==> src/sv/neighbor_stats_table_core_assert.svh <==
// Assertion macros shared by the neighbor statistics table RTL.
`ifndef NEIGHBOR_STATS_TABLE_CORE_ASSERT_SVH
`define NEIGHBOR_STATS_TABLE_CORE_ASSERT_SVH

// Same-cycle implication, sampled on clk, off during rst.
`define NST_ASSERT_SAME(lbl, ante, cons, msg) \
  lbl: assert property (@(posedge clk) disable iff (rst) (ante) |-> (cons)) else $error(msg);

// Next-cycle implication, sampled on clk, off during rst.
`define NST_ASSERT_NEXT(lbl, ante, cons, msg) \
  lbl: assert property (@(posedge clk) disable iff (rst) (ante) |=> (cons)) else $error(msg);

`endif

==> src/sv/nst_pkg.sv <==
// Package: sizes, codes and shared types of the neighbor statistics table.
package nst_pkg;

  localparam int MAX_NEIGHBORS = 16;
  localparam int IDX_W         = (MAX_NEIGHBORS > 1) ? $clog2(MAX_NEIGHBORS) : 1;
  localparam int CNT_W         = $clog2(MAX_NEIGHBORS + 1);
  localparam int DATA_W        = 32;
  localparam int ADDR_W        = 8;
  localparam int ENTRY_COUNT_W = 5;

  // Command codes carried in s_axis_tuser; code 3 acts as a query
  localparam logic [1:0] CMD_OBSERVE = 2'd0;
  localparam logic [1:0] CMD_QUERY   = 2'd1;
  localparam logic [1:0] CMD_CLEAR   = 2'd2;

  typedef enum logic [2:0] {
    ST_UPDATED  = 3'd0,
    ST_INSERTED = 3'd1,
    ST_DROPPED  = 3'd2,
    ST_HIT      = 3'd3,
    ST_MISS     = 3'd4,
    ST_CLEARED  = 3'd5
  } status_t;

  // One table entry as stored in the entry RAM
  typedef struct packed {
    logic [DATA_W-1:0] gaps;
    logic [DATA_W-1:0] frames;
    logic [DATA_W-1:0] seen;
    logic [ADDR_W-1:0] addr;
  } entry_t;

  // Operand set for the shared adder
  typedef struct packed {
    logic [DATA_W-1:0] a;
    logic [DATA_W-1:0] b;
    logic              sub;
  } alu_req_t;

  typedef struct packed {
    logic [DATA_W-1:0] sum;
    logic              carry;
  } alu_rsp_t;

endpackage

==> src/sv/nst_ram.sv <==
// Generic simple dual-port RAM: one write port, one registered read port.
module nst_ram #(
  parameter int WIDTH = 8,
  parameter int DEPTH = 16,
  localparam int AW   = (DEPTH > 1) ? $clog2(DEPTH) : 1
) (
  input  logic             clk,
  input  logic             we,
  input  logic [AW-1:0]    waddr,
  input  logic [WIDTH-1:0] wdata,
  input  logic [AW-1:0]    raddr,
  output logic [WIDTH-1:0] rdata
);

  logic [WIDTH-1:0] mem [DEPTH];

  always_ff @(posedge clk) begin
    if (we) begin
      mem[waddr] <= wdata;
    end
    rdata <= mem[raddr];
  end

endmodule

==> src/sv/nst_alu.sv <==
// Shared 32-bit add/subtract unit with carry out (carry set means a >= b on subtract).
module nst_alu (
  input  nst_pkg::alu_req_t req,
  output nst_pkg::alu_rsp_t rsp
);
  import nst_pkg::*;

  logic [DATA_W:0]   full;
  logic [DATA_W-1:0] b_op;

  assign b_op = req.sub ? ~req.b : req.b;
  assign full = {1'b0, req.a} + {1'b0, b_op} + {{DATA_W{1'b0}}, req.sub};

  assign rsp.sum   = full[DATA_W-1:0];
  assign rsp.carry = full[DATA_W];

endmodule

==> src/sv/neighbor_stats_table_core.sv <==
// Top level of the neighbor statistics table: sequencer, entry RAM and shared adder.
// One command is taken at a time, and the input is not ready until the result is loaded
// into the output register. A clear skips the scan and goes straight to loading its result.
// An observe or a query scans the entry RAM linearly, one entry per cycle from index 0, and
// a miss is found once all used entries are scanned. After a hit come up to two passes
// through the shared 32-bit adder (frame and gap update, or age and freshness compare), and
// an update then writes the entry back to the RAM. An observe miss writes a new entry or, when
// the table is full, bumps the drop count through the adder. The next transfer can come in
// the cycle after the result is loaded. While the output register still holds an earlier
// result that has not been taken, the result waits.
`include "neighbor_stats_table_core_assert.svh"

module neighbor_stats_table_core (
  input  logic         clk,
  input  logic         rst,
  // config: stale_after_ms
  input  logic         cfg_we,
  input  logic [31:0]  cfg_wdata,
  // input stream
  input  logic         s_axis_tvalid,
  output logic         s_axis_tready,
  input  logic [71:0]  s_axis_tdata,  // address[7:0], now_ms[39:8], gap_count[71:40]
  input  logic [1:0]   s_axis_tuser,  // cmd[1:0]
  // result stream
  output logic         m_axis_tvalid,
  input  logic         m_axis_tready,
  output logic [135:0] m_axis_tdata,  // rx_frames[31:0], sequence_gaps[63:32],
                                      // last_seen_ms[95:64], entry_count[100:96],
                                      // dropped_count[132:101], zero[135:133]
  output logic [3:0]   m_axis_tuser   // status[2:0], fresh[3]
);
  import nst_pkg::*;

  typedef enum logic [5:0] {
    S_IDLE  = 6'b000001,
    S_SCAN  = 6'b000010,
    S_ADD1  = 6'b000100,
    S_ADD2  = 6'b001000,
    S_WRITE = 6'b010000,
    S_DONE  = 6'b100000
  } state_t;

  state_t            state;
  status_t           status;
  logic [DATA_W-1:0] stale_after_ms;
  logic [CNT_W-1:0]  used;
  logic [DATA_W-1:0] drop_total;
  logic [CNT_W-1:0]  scan_idx;
  logic              pend;
  logic [IDX_W-1:0]  pend_idx;
  logic [IDX_W-1:0]  wr_idx;
  logic              fresh;
  logic [DATA_W-1:0] age;
  entry_t            ent;
  entry_t            rd_ent;

  // latched command
  logic [1:0]        cmd;
  logic [ADDR_W-1:0] address;
  logic [DATA_W-1:0] now_ms;
  logic [DATA_W-1:0] gap_count;

  alu_req_t          alu_req;
  alu_rsp_t          alu_rsp;

  logic              in_xfer;
  logic              hit;
  logic              ram_we;
  logic              out_free;

  assign s_axis_tready = (state == S_IDLE);
  assign in_xfer       = s_axis_tvalid && s_axis_tready;
  assign hit           = pend && (rd_ent.addr == address);
  assign ram_we        = (state == S_WRITE);
  assign out_free      = !m_axis_tvalid || m_axis_tready;

  nst_ram #(
    .WIDTH ($bits(entry_t)),
    .DEPTH (MAX_NEIGHBORS)
  ) u_ram (
    .clk   (clk),
    .we    (ram_we),
    .waddr (wr_idx),
    .wdata (ent),
    .raddr (scan_idx[IDX_W-1:0]),
    .rdata (rd_ent)
  );

  nst_alu u_alu (
    .req (alu_req),
    .rsp (alu_rsp)
  );

  // adder operand select per step
  always_comb begin
    alu_req = '{a: ent.frames, b: DATA_W'(1), sub: 1'b0};
    case (state)
      S_ADD1: begin
        case (status)
          ST_HIT:     alu_req = '{a: now_ms, b: ent.seen, sub: 1'b1};
          ST_DROPPED: alu_req = '{a: drop_total, b: DATA_W'(1), sub: 1'b0};
          default:    alu_req = '{a: ent.frames, b: DATA_W'(1), sub: 1'b0};
        endcase
      end
      S_ADD2: begin
        if (status == ST_HIT) begin
          alu_req = '{a: stale_after_ms, b: age, sub: 1'b1};
        end else begin
          alu_req = '{a: ent.gaps, b: gap_count, sub: 1'b0};
        end
      end
      default: alu_req = '{a: ent.frames, b: DATA_W'(1), sub: 1'b0};
    endcase
  end

  // configuration register
  always_ff @(posedge clk) begin
    if (rst) begin
      stale_after_ms <= '0;
    end else if (cfg_we) begin
      stale_after_ms <= cfg_wdata;
    end
  end

  // result valid: set when a result is loaded, cleared once taken
  always_ff @(posedge clk) begin
    if (rst) begin
      m_axis_tvalid <= 1'b0;
    end else if ((state == S_DONE) && out_free) begin
      m_axis_tvalid <= 1'b1;
    end else if (m_axis_tready) begin
      m_axis_tvalid <= 1'b0;
    end
  end

  // sequencer
  always_ff @(posedge clk) begin
    if (rst) begin
      state         <= S_IDLE;
      used          <= '0;
      drop_total    <= '0;
      pend          <= 1'b0;
    end else begin
      case (state)
        S_IDLE: begin
          if (in_xfer) begin
            cmd       <= s_axis_tuser;
            address   <= s_axis_tdata[7:0];
            now_ms    <= s_axis_tdata[39:8];
            gap_count <= s_axis_tdata[71:40];
            fresh     <= 1'b0;
            scan_idx  <= '0;
            pend      <= 1'b0;
            if (s_axis_tuser == CMD_CLEAR) begin
              used       <= '0;
              drop_total <= '0;
              ent        <= '0;
              status     <= ST_CLEARED;
              state      <= S_DONE;
            end else begin
              state <= S_SCAN;
            end
          end
        end
        S_SCAN: begin
          if (hit) begin
            pend   <= 1'b0;
            ent    <= rd_ent;
            wr_idx <= pend_idx;
            status <= (cmd == CMD_OBSERVE) ? ST_UPDATED : ST_HIT;
            state  <= S_ADD1;
          end else if (scan_idx != used) begin
            pend     <= 1'b1;
            pend_idx <= scan_idx[IDX_W-1:0];
            scan_idx <= scan_idx + CNT_W'(1);
          end else begin
            // miss: insert, drop, or report the miss
            pend <= 1'b0;
            if (cmd != CMD_OBSERVE) begin
              ent    <= '0;
              status <= ST_MISS;
              state  <= S_DONE;
            end else if (used == CNT_W'(MAX_NEIGHBORS)) begin
              ent    <= '0;
              status <= ST_DROPPED;
              state  <= S_ADD1;
            end else begin
              ent    <= '{gaps: gap_count, frames: DATA_W'(1), seen: now_ms, addr: address};
              wr_idx <= used[IDX_W-1:0];
              status <= ST_INSERTED;
              state  <= S_WRITE;
            end
          end
        end
        S_ADD1: begin
          case (status)
            ST_HIT: begin
              age   <= alu_rsp.sum;
              state <= S_ADD2;
            end
            ST_DROPPED: begin
              drop_total <= alu_rsp.sum;
              state      <= S_DONE;
            end
            default: begin
              ent.frames <= alu_rsp.sum;
              ent.seen   <= now_ms;
              state      <= S_ADD2;
            end
          endcase
        end
        S_ADD2: begin
          if (status == ST_HIT) begin
            fresh <= alu_rsp.carry;
            state <= S_DONE;
          end else begin
            ent.gaps <= alu_rsp.sum;
            state    <= S_WRITE;
          end
        end
        S_WRITE: begin
          if (status == ST_INSERTED) begin
            used <= used + CNT_W'(1);
          end
          state <= S_DONE;
        end
        S_DONE: begin
          // hand the result to the output register
          if (out_free) begin
            m_axis_tdata  <= {3'b000, drop_total, ENTRY_COUNT_W'(used),
                              ent.seen, ent.gaps, ent.frames};
            m_axis_tuser  <= {fresh, status};
            state         <= S_IDLE;
          end
        end
        default: state <= S_IDLE;
      endcase
    end
  end

  // checks
  `NST_ASSERT_SAME(a_used_bound, 1'b1, used <= CNT_W'(MAX_NEIGHBORS),
                   "entry count past table size")
  `NST_ASSERT_NEXT(a_insert_count, (state == S_WRITE) && (status == ST_INSERTED),
                   used == $past(used) + CNT_W'(1), "insert did not bump entry count")
  `NST_ASSERT_SAME(a_fresh_hit, m_axis_tvalid && m_axis_tuser[3],
                   m_axis_tuser[2:0] == ST_HIT, "fresh flag outside a query hit")
  `NST_ASSERT_NEXT(a_accept_next, in_xfer, (state == S_SCAN) || (state == S_DONE),
                   "transfer did not start a command")

endmodule
==> config.mk <==
export PLATFORM = sky130hd
export DESIGN_NAME = neighbor_stats_table_core
export DESIGN_NICKNAME = d
export VERILOG_FILES = /design/src/sv/nst_pkg.sv /design/src/sv/nst_ram.sv /design/src/sv/nst_alu.sv /design/src/sv/neighbor_stats_table_core.sv
export VERILOG_INCLUDE_DIRS = /design/src /design/src/sv
export SDC_FILE = /design/constraint.sdc
export NUM_CORES = 2
export LEC_CHECK = 0
export BUFFER_PORTS_ARGS = -buffer_cell sky130_fd_sc_hd__buf_2
export CAP_MARGIN = 20
export CORE_UTILIZATION = 40
export DETAILED_ROUTE_END_ITERATION = 12
export SETUP_SLACK_MARGIN = 0.2
export SKIP_LAST_GASP = 1
export SYNTH_ARGS = -nofsm -noshare
export SYNTH_HDL_FRONTEND = slang
export SYNTH_SLANG_ARGS = --single-unit
==> constraint.sdc <==
create_clock -name clk -period 13.3 [get_ports clk]
set_input_delay 1.33 -clock clk [delete_from_list [all_inputs] [get_ports clk]]
set_output_delay 1.33 -clock clk [all_outputs]
set_load 0.01 [all_outputs]
### Yosys cells after proc, flatten, opt, wreduce, memory -nomap -nowiden

Memory sizes are Yosys's and may differ from the RTL's. A register that Yosys moved wholly into a read port is not among the register bits.
Index checks and enable logic that the tools add are counted.

| word-level totals | value |
|---|---|
| register bits | 441 |
| memory bits (writable) | 1,664 |
| memories | 1 |

Memories:

| name | words | bits a word | read ports | clocked after memory_dff | wr ports | line | text |
|---|---|---|---|---|---|---|---|
| u_ram.mem | 16 | 104 | 1 | 1 | 1 | nst_ram.sv:15 | `logic [WIDTH-1:0] mem [DEPTH];` |

| operators by class | value |
|---|---|
| $add $sub $neg | 4 |
| equality and inequality tests | 27 |
| mux-type cells | 59 |
| bitwise operators | 3 |
| reductions and logical operators | 29 |

Operator list:

| cell | number |
|---|---|
| $mux W104 | 6 |
| $pmux W65 S2 | 2 |
| $pmux W64 S3 | 1 |
| $mux W32 | 5 |
| $pmux W32 S3 | 1 |
| $mux W65 | 1 |
| $mux W64 | 1 |
| $pmux W32 S2 | 1 |
| $mux W6 | 8 |
| $pmux W6 S6 | 1 |
| $mux W5 | 7 |
| $add A32 B32 Y33 | 1 |
| $add A33 B1 Y33 | 1 |
| $not A32 Y32 | 1 |
| $pmux W5 S2 | 2 |
| $ne A2 B2 Y1 const B | 9 |
| $mux W4 | 4 |
| $pmux W8 S2 | 1 |
| $reduce_and A4 Y1 | 4 |
| $mux W3 | 5 |
| $reduce_and A5 Y1 | 3 |
| $reduce_and A3 Y1 | 4 |
| $reduce_and A6 Y1 | 2 |
| $reduce_bool A2 Y1 | 6 |
| other kinds (27) | 45 |

### Depth between registers and ports, before layout

| logic depth | value |
|---|---|
| depth after elaboration | 9 |
| depth in mapped cells | 19 |
| gate-level depth less buffers | 16 |

### Modules after synthesis

A second synthesis with hierarchy kept.

| unflattened totals | value |
|---|---|
| cell total of the unflattened synthesis | 4,171 |
| area, all modules | 83,792.9 µm² |

Modules (own cells, without submodules):

| module | times used | cells each | area an instance (µm²) |
|---|---|---|---|
| nst_ram | 1 | 2,662 | 64,257.9 |
| neighbor_stats_table_core | 1 | 1,208 | 17,337.9 |
| nst_alu | 1 | 301 | 2,197.1 |

### Worst setup path before layout

No wires, ideal clock.

| timing path | value |
|---|---|
| path type | register -> register |
| start point | reg state[5] |
| end point | mem u_ram.mem[0][0] in the netlist's numbering, enable pin |
| arrival time | 11.721 ns |
| required time | 12.442 ns |
| slack | 0.721 ns |
| cell stages (with the launch flop) | 5 |
| path buffers | 0 |
| clock period less this slack | 12.579 ns |
| cells stage by stage | dfxtp_1 > nor4_2 > nand3b_1 > nor2_1 > nor4b_1 |

| between the ends | value |
|---|---|
| cells in the longest elaborated chain, start to end | 3 |

RTL lines:

| what | line | text |
|---|---|---|
| start, declared | neighbor_stats_table_core.sv:43 | `state_t state;` |
| start signal, assigned | neighbor_stats_table_core.sv:139 | `state <= S_IDLE;` |
| start signal, assigned | neighbor_stats_table_core.sv:159 | `state <= S_DONE;` |
| start signal, assigned | neighbor_stats_table_core.sv:161 | `state <= S_SCAN;` |
| $eq A6 B5 Y1 | neighbor_stats_table_core.sv:74 | `assign ram_we = (state == S_WRITE);` |
| $mux W1 | nst_ram.sv:18 | `if (we) begin` |
| $mux W1 (implied by the code) | nst_ram.sv:19 | `mem[waddr] <= wdata;` |
| end, declared | nst_ram.sv:15 |  |

Every way passes these cells.

==> reports/metrics.yaml <==
outcome: "finished, final reports clean"
seqCellArea_um2: 64500
cts_buffers: 217
cp_slowest_cell: "nor3b_1"
startpoint: "status[0]"
synth-seq-cells: 2209
synth.distinct_cells: 79
synth_area_per_cell_um2: 21.2
yosysMostFrequentCell: "edfxtp_1"
slew_violations: 0
finalCriticalPeriod_ps: 5690
ys_warn_count: 0
max_slew_margin_pct: 24.6
r2r_start: "status[0]"
grt_max_degree: 106
worst_pin_slew_ps: 1130
dpl.hpwl_um: 144000
hp-class: "flip-flop to flip-flop"
p_seq_share_pct: 52.8
min_to: "pend"
fillers: 17300
vias: 42200
fmaxAchievable_ghz: 0.176
syn_to_final_growth_pct: 14.8
clockPowerShare_pct: 38.3
rr_endpoint: "ent[100]"
rsz0062_at_grt: "no"
clockRootBuffer: "clkbuf_16"
numPortBuffers: 249
intPower_uw: 12300
dpl.cell_count: 6852
first_global_vias: 41800
sw_frac_of_total_pct: 24.4
cp.required_ps: 14040
instances_no_fill: 7270
startpoint_type: "flip-flop"
drtPass1Iterations: 6
routed_wl_um: 241000
hold_violations: 0
hold_depth: 2
hp-start: "pend"
viasPerCell: 5.81
cts_tree: "done"
synth_edf_count: 2028
power_frac_comb_pct: 8.9
clkTransAtPathRegs_ps: 60
cts_resized: 0
io_pins: 253
postRouteAntennaNets: 0
layout-drive-gt1-share_pct: 27.7
multi_input_area_um2: 18200
cts_hold_buf: 0
start_util_pct: 40.3
netSwitchingPower_uw: 3950
path_cells: "buf_4 > and3b_2 > buf_4 > buf_4 > nand2_1 > a21oi_1 > a21oi_1 > o21ai_0 > ha_1 > nand4_1 > a2111oi_2 > o21ai_1 > a311oi_2 > nor3_1 > nor3b_1 > nand2_1 > nand2_1"
cts_sinks: 2209
clk_path_buf_depth: 3
end_kind: "flip-flop"
wl_per_cell_um: 33.1
synthArstFlopShare_pct: 0
crit_path_max_fanout: 35
setup_viol: 0
dp_slack_ps: 7750
cts_setup_buffers: 0
stdcell_area_um2: 95800
critPathTopFamily: "simple AND/OR/NAND/NOR gates"
power_density_nw_per_um2: 170
drt-initial-drc-count: 4835
dieArea_um2: 210000
globalRouteOverflowTotal: 0
max_cap_violations: 0
yosys.area.top_type: "edfxtp_1"
placed_cell_area_um2: 88400
worst-path-buf-inv: 3
finalPower_uw: 16200
fin_ws_ps: 7610
cp.arrival_ps: 6430
fin_skew_ps: 64.7
route.detailed.drc: 0
die_y_um: 459
critical-path-max-stage-delay_ps: 800
rr_worst_depth: 17
core_um2: 207000
yosys-top-cells-area: "edfxtp_1 73%, mux4_2 14%, dfxtp_1 4.3%"
worstSetupPathType: "flip-flop to flip-flop"
syn_inst: 3934
rrSetupSlack_ps: 7610
gp_congestion: 0.954
power_leakage_uw: 0.0310
track_usage_pct: 22.8
synth_top_area_share_pct: 73.0
chipWidth_um: 459
period_share_pct: 42.8
final.setup.tns_ps: 0
synth_commonest_cells: "2028 x edfxtp_1, 520 x mux4_2, 181 x dfxtp_1"
netlist_area_um2: 83400
grt_pass1_wl_um: 333000
irDropWorstVdd_mv: 0.127
synth_ff_type: "edfxtp_1"
cts_max_level: 4
nNetsFinal: 4429
ys_seq_area_share_pct: 77.3
insertion_delay_ps: 890
antenna_found_initial: 10
rows: 167
==> power groups by stage <==
stage	Combinational [uW]	Clock [uW]	Sequential [uW]
2_1_floorplan	1050	0	8380
3_3_place_gp	1450	0	8700
3_5_place_dp	1450	0	8720
4_1_cts	1460	6330	8580
5_1_grt	1530	6580	8600
6_report	1440	6220	8580
==> cell usage in the layout (no fill, tap or decap), types with 67 or more instances in the layout <==
cell type  synthesis  routed
a21oi_1          110     108
a22o_1           113     113
buf_2              1     251
buf_4              5      75
clkbuf_16          0     219
dfxtp_1          181     181
edfxtp_1        2028    2028
mux4_2           520     520
nand2_1          160     159
nor2_1           108      96
o21ai_0           67      67
==> final cells by class <==
cell class,count,area share [%]
repair buffers,342,2.26
well taps,2788,3.64
inverters,23,0.0902
flip-flops and latches,2209,67.4
clock inverters,110,1.35
diodes,6,0.0157
multi-input cells,1490,19.0
clock buffers,302,6.28
==> metal layers <==
metal  GRT usage, %  up-vias  wire [um]
met5              0        -         20
met4           9.16        2      10600
met3           3.27      355      15200
met2           37.5     1781     118000
met1           30.6    23000      96800
li1               -    17100          -
==> how the worst max path moves through the flow <==
stage | depth (start not counted) | slack, ps | to
floorplan | 4 | 720 | u_ram.mem[0][0]
detailed placement | 17 | 7750 | ent[100]
finish | 17 | 7610 | ent[100]
global route | 14 | 7320 | ent[100]
CTS | 17 | 7740 | ent[100]
global placement | 17 | 7750 | ent[100]
==> cells by family (layout without fill, tap and decap cells) <==
family	Yosys count	after routing	share of synthesized area (%)
compound gates	438	438	3.64
xor+xnor	43	43	0.460
fa+ha+maj	35	35	0.534
buf+inv	237	777	1.09
flops	2209	2209	77.3
mux	584	584	14.8
other cells	1	9	0.00450
simple gates	387	387	2.12
==> worst register-to-register path, stage by stage (launching register included) <==
cell and delay (ps):
edfxtp_1 320, buf_4 530, and3b_2 300, buf_4 370
buf_4 490, nand2_1 140, a21oi_1 180, a21oi_1 60
o21ai_0 110, ha_1 330, nand4_1 270, a2111oi_2 590
o21ai_1 220, a311oi_2 480, nor3_1 110, nor3b_1 800
nand2_1 150, nand2_1 110
==> sequential cells by signal, summed over array words and instances, names as in the netlist <==
register / count
u_ram.mem: 1664
m_axis_tdata: 133
ent: 104
u_ram.rdata: 104
age: 32
drop_total: 32
gap_count: 32
now_ms: 32
stale_after_ms: 32
address: 8
state: 6
scan_idx: 5
used: 5
m_axis_tuser: 4
pend_idx: 4
wr_idx: 4
status: 3
cmd: 2
fresh: 1
m_axis_tvalid: 1
pend: 1
==> through the flow <==
| stage | utilization (%) | hold WS [ps] |
|---|---|---|
| 2_1_floorplan | - | 400 |
| 3_3_place_gp | 42.7 | 451 |
| 3_5_place_dp | 42.7 | 472 |
| 4_1_cts | 46.2 | 489 |
| 5_1_grt | 46.2 | 494 |
| 6_report | 46.2 | 490 |
Note: power is estimated with default switching activity, not from simulation.
